--- src/rtl/rai_div.sv ---
// rai_div: pipelined restoring divider, one quotient bit per register stage
// unsigned {rem_in, num} / den with rem_in < den, side data rides along
// no package dependencies
module rai_div #(
  parameter int NW = 17,
  parameter int DW = 32,
  parameter int SW = 1
) (
  input  logic          clk,
  input  logic          rst,
  input  logic          in_valid,
  output logic          in_ready,
  input  logic [DW-1:0] rem_in,
  input  logic [NW-1:0] num,
  input  logic [DW-1:0] den,
  input  logic [SW-1:0] side_in,
  output logic          out_valid,
  input  logic          out_ready,
  output logic [NW-1:0] quo,
  output logic [SW-1:0] side_out
);

  // one compare and subtract step on {remainder, numerator/quotient}
  function automatic logic [DW+NW-1:0] div_step(input logic [DW+NW-1:0] w,
                                                input logic [DW-1:0] d);
    logic [DW:0]   trial;
    logic [DW:0]   diff;
    logic          ge;
    logic [DW-1:0] r;
    trial = w[DW+NW-1:NW-1];
    diff  = trial - {1'b0, d};
    ge    = (trial >= {1'b0, d});
    r     = ge ? diff[DW-1:0] : trial[DW-1:0];
    return {r, w[NW-2:0], ge};
  endfunction

  logic [DW+NW-1:0] work  [NW];
  logic [DW-1:0]    dens  [NW];
  logic [SW-1:0]    sides [NW];
  logic [NW-1:0]    vld;
  logic [NW:0]      rdy;

  // ready chain, a stage moves when it is empty or its successor moves
  assign rdy[NW] = out_ready;
  assign in_ready = rdy[0];

  for (genvar k = 0; k < NW; k++) begin : g_stage
    logic [DW+NW-1:0] w_prev;
    logic [DW-1:0]    d_prev;
    logic [SW-1:0]    s_prev;
    logic             v_prev;

    assign rdy[k] = ~vld[k] | rdy[k+1];

    if (k == 0) begin : g_first
      assign w_prev = {rem_in, num};
      assign d_prev = den;
      assign s_prev = side_in;
      assign v_prev = in_valid;
    end else begin : g_next
      assign w_prev = work[k-1];
      assign d_prev = dens[k-1];
      assign s_prev = sides[k-1];
      assign v_prev = vld[k-1];
    end

    // stage valid
    always_ff @(posedge clk) begin
      if (rst) begin
        vld[k] <= 1'b0;
      end else if (rdy[k]) begin
        vld[k] <= v_prev;
      end
    end

    // stage payload
    always_ff @(posedge clk) begin
      if (rdy[k]) begin
        work[k]  <= div_step(w_prev, d_prev);
        dens[k]  <= d_prev;
        sides[k] <= s_prev;
      end
    end
  end

  assign out_valid = vld[NW-1];
  assign quo       = work[NW-1][NW-1:0];
  assign side_out  = sides[NW-1];

endmodule

--- config.mk ---
export PLATFORM = sky130hd
export DESIGN_NAME = rai_div
export DESIGN_NICKNAME = d
export VERILOG_FILES = /design/src/rtl/rai_div.sv
export SDC_FILE = /design/constraint.sdc
export NUM_CORES = 2
export LEC_CHECK = 0
export ABC_AREA = 1
export BUFFER_PORTS_ARGS = -buffer_cell sky130_fd_sc_hd__buf_2
export CAP_MARGIN = 30
export CORE_MARGIN = 2
export CORE_UTILIZATION = 35
export DETAILED_ROUTE_END_ITERATION = 8
export SETUP_SLACK_MARGIN = 0.3
export SLEW_MARGIN = 20
export SYNTH_ARGS = -nofsm -noshare
export SYNTH_HDL_FRONTEND = slang
export SYNTH_SLANG_ARGS = --single-unit
--- constraint.sdc ---
create_clock -name clk -period 23.5 [get_ports clk]
set_input_delay 3.525 -clock clk [delete_from_list [all_inputs] [get_ports clk]]
set_output_delay 3.525 -clock clk [all_outputs]
set_load 0.02 [all_outputs]
==> reports/results.ini <==
[placement]
io_buffers=105
dp_hpwl_um=203000
gp_congestion=0.927
place_area_mm2=0.0831

[global_route]
grt_pass1_vias=59200
use_met3_pct=2.35
top_usage_layer=met2
antenna_found_initial=11
grt_pass1_wl_um=372000
grt-ovfl-total=0
use_met1_pct=29.1
grtUsageMet2_pct=36.3
grt_use_total_pct=21.4
grt_start_max_net_pins=85

[sta]
drv_slew=0
whs_ns=0.399
layout_min_cycle_time_ns=10.30
rsz0062_at_grt=no
fin_skew_ns=0.0393
setup_tns_ns=0
post-route-period-util_pct=43.8
max_freq_mhz=97.1
relSlewSlack_pct=33.5
hold_viol=0
final-setup-viol-count=0
worst_pin_slew_ns=0.989

[logic_synthesis]
synth.most_common_cell=nand2_1
ys_seq_elements=1347
syn_nets=9361
yosys-top-cells-count=nand2_1 (2143), edfxtp_1 (1330), inv_1 (1199), nor2_1 (688), a21oi_1 (665)
syn_avg_cell_area_um2=9.10
yosys_warnings=0
yosys.cell_types.count=58
synth_enable_flop_cells=1330
syn_area_mm2=0.0793
synthArstFlopShare_pct=0
ys_seq_area_share_pct=50.8
synthFlopType=edfxtp_1
syn_inst=8715
synth.top_cell.area_share_pct=50.4
yosys.area.top_type=edfxtp_1
synth_area_leaders=edfxtp_1 (50%), nand2_1 (10%), ha_1 (8.6%), inv_1 (5.7%), a21oi_1 (4.2%)

[final_layout]
drive_above_1_share_pct=5.78
final_area_mm2=0.0886
nNetsFinal=9533
fin_util_pct=39.4
area_growth_pct=11.8

[run]
drv_cap=0

[power]
p_leak_nw=38.9
ir_drop_mv=0.0764
power.density_mw_per_mm2=142

[worst_setup_path]
crit_path_max_fanout=28
cp.arrival_ns=6.78
cp-end-kind=primary output
cp-start-kind=input port
crit_required_ns=19.98
critical_path_class=in2out

[clock_network]
cts_buffers=153
clk_pin_slew_ns=0.06
htreeDepth=4
cts_setup_buffers=0
ctsHoldBuffers=0
clock_sinks=1347
clock_latency_ns=0.81
cts_resized=0
clockRootBuffer=clkbuf_16
cts_tree=built
clk_path_buf_depth=3

[detailed_routing]
vias=61000
first_pass_iters=5
final_antenna_net_count=0
drtIter0Drc=5843
drc_errors=0
via_per_inst=5.08
finalWirelength_um=249000
wire_per_inst_um=20.8

[die]
ios=106
num_rows=174
start_util_pct=35.2
coreArea_mm2=0.225
dieArea_mm2=0.230
dieHeight_um=480
fp.dieW_um=480

[status]
outcome=complete, no violations

[worst_hold_path]
hold_class=reg2reg

-- flip-flops by register name, summed over array words and instances (netlist names) --
signal	count
dens	512
g_stage.v_prev	16
out_valid	1
sides	17
work	801
-- final cells by class --
| class | count | area [µm²] |
|---|---|---|
| antenna | 4 | 10.0 |
| clock buffer | 169 | 3920 |
| clock inverter | 110 | 1370 |
| fill | 22500 | 136000 |
| inverter | 1213 | 4560 |
| multi-input combinational | 6030 | 33800 |
| sequential | 1347 | 40300 |
| tap | 2992 | 3740 |
| timing repair buffer | 142 | 936 |
-- cell usage in the layout, fill, tap and decap left out, drive strengths merged, types with 9 or more instances in the layout --
master	instances
o211ai	53
buf	142
o21ai	501
clkinvlp	16
nand2	2168
nor2	695
bufinv	20
a211oi	11
o21a	81
xnor2	163
fa	16
nand3b	30
clkinv	61
ha	544
xor2	173
inv	1226
a21oi	681
clkbuf	169
a31oi	9
a21o	36
nand4	50
dfxtp	17
edfxtp	1330
nand3	526
o21bai	75
nor3	133
nor4	48
-- where the power goes --
part           internal [W]  switching, W
clock               0.00145       0.00105
combinational       0.00198       0.00397
sequential          0.00361      0.000509
-- routing by layer --
metal	vias up	wire (µm)
met4	0	6120
met1	29000	111000
met3	311	12300
li1	29900	-
met2	1719	120000
met5	-	0
-- per-stage QoR --
stage          power, W  worst slack (ns)  cells
4_1_cts          0.0126             13.11  12000
6_report         0.0126             13.20  12000
3_5_place_dp     0.0101             13.12  11700
2_1_floorplan   0.00812              6.56   8715
5_1_grt          0.0135             12.91  12000
3_3_place_gp     0.0100             13.17  11700
-- logic make-up (layout without fill, tap and decap cells) --
logic type	after synthesis	in the layout	share of synthesized area, %
other cells	0	4	0
compound gates	1475	1475	10.7
simple gates	3659	3659	19.1
buf+inv	1338	1634	6.67
flops	1347	1347	50.8
xor+xnor	336	336	3.71
fa+ha+maj	560	560	8.99
-- worst max-delay path: stages --
cell and delay, ns:
buf_2 0.10, inv_1 0.10, nand3_4 0.18, nor2_2 0.23, nand4_4 0.27, nor2_2 0.35, nand4_4 0.47, nor2_2 0.37
nand4_4 0.10, buf_4 0.27, nor2_2 0.31, nand3_4 0.24, buf_2 0.23
-- path summary, 6_finish.rpt --
path / slack (ns) / endpoint / from / depth (start not counted)
setup reg to reg: 19.06 / work[0][275] / out_valid / 10
hold reg to reg: 0.40 / sides[1][6] / sides[1][5] / 0
hold / removal: 0.40 / sides[1][6] / sides[1][5] / 0
setup / recovery: 13.20 / in_ready / out_ready / 13
Power figures use the tool's default switching activity.
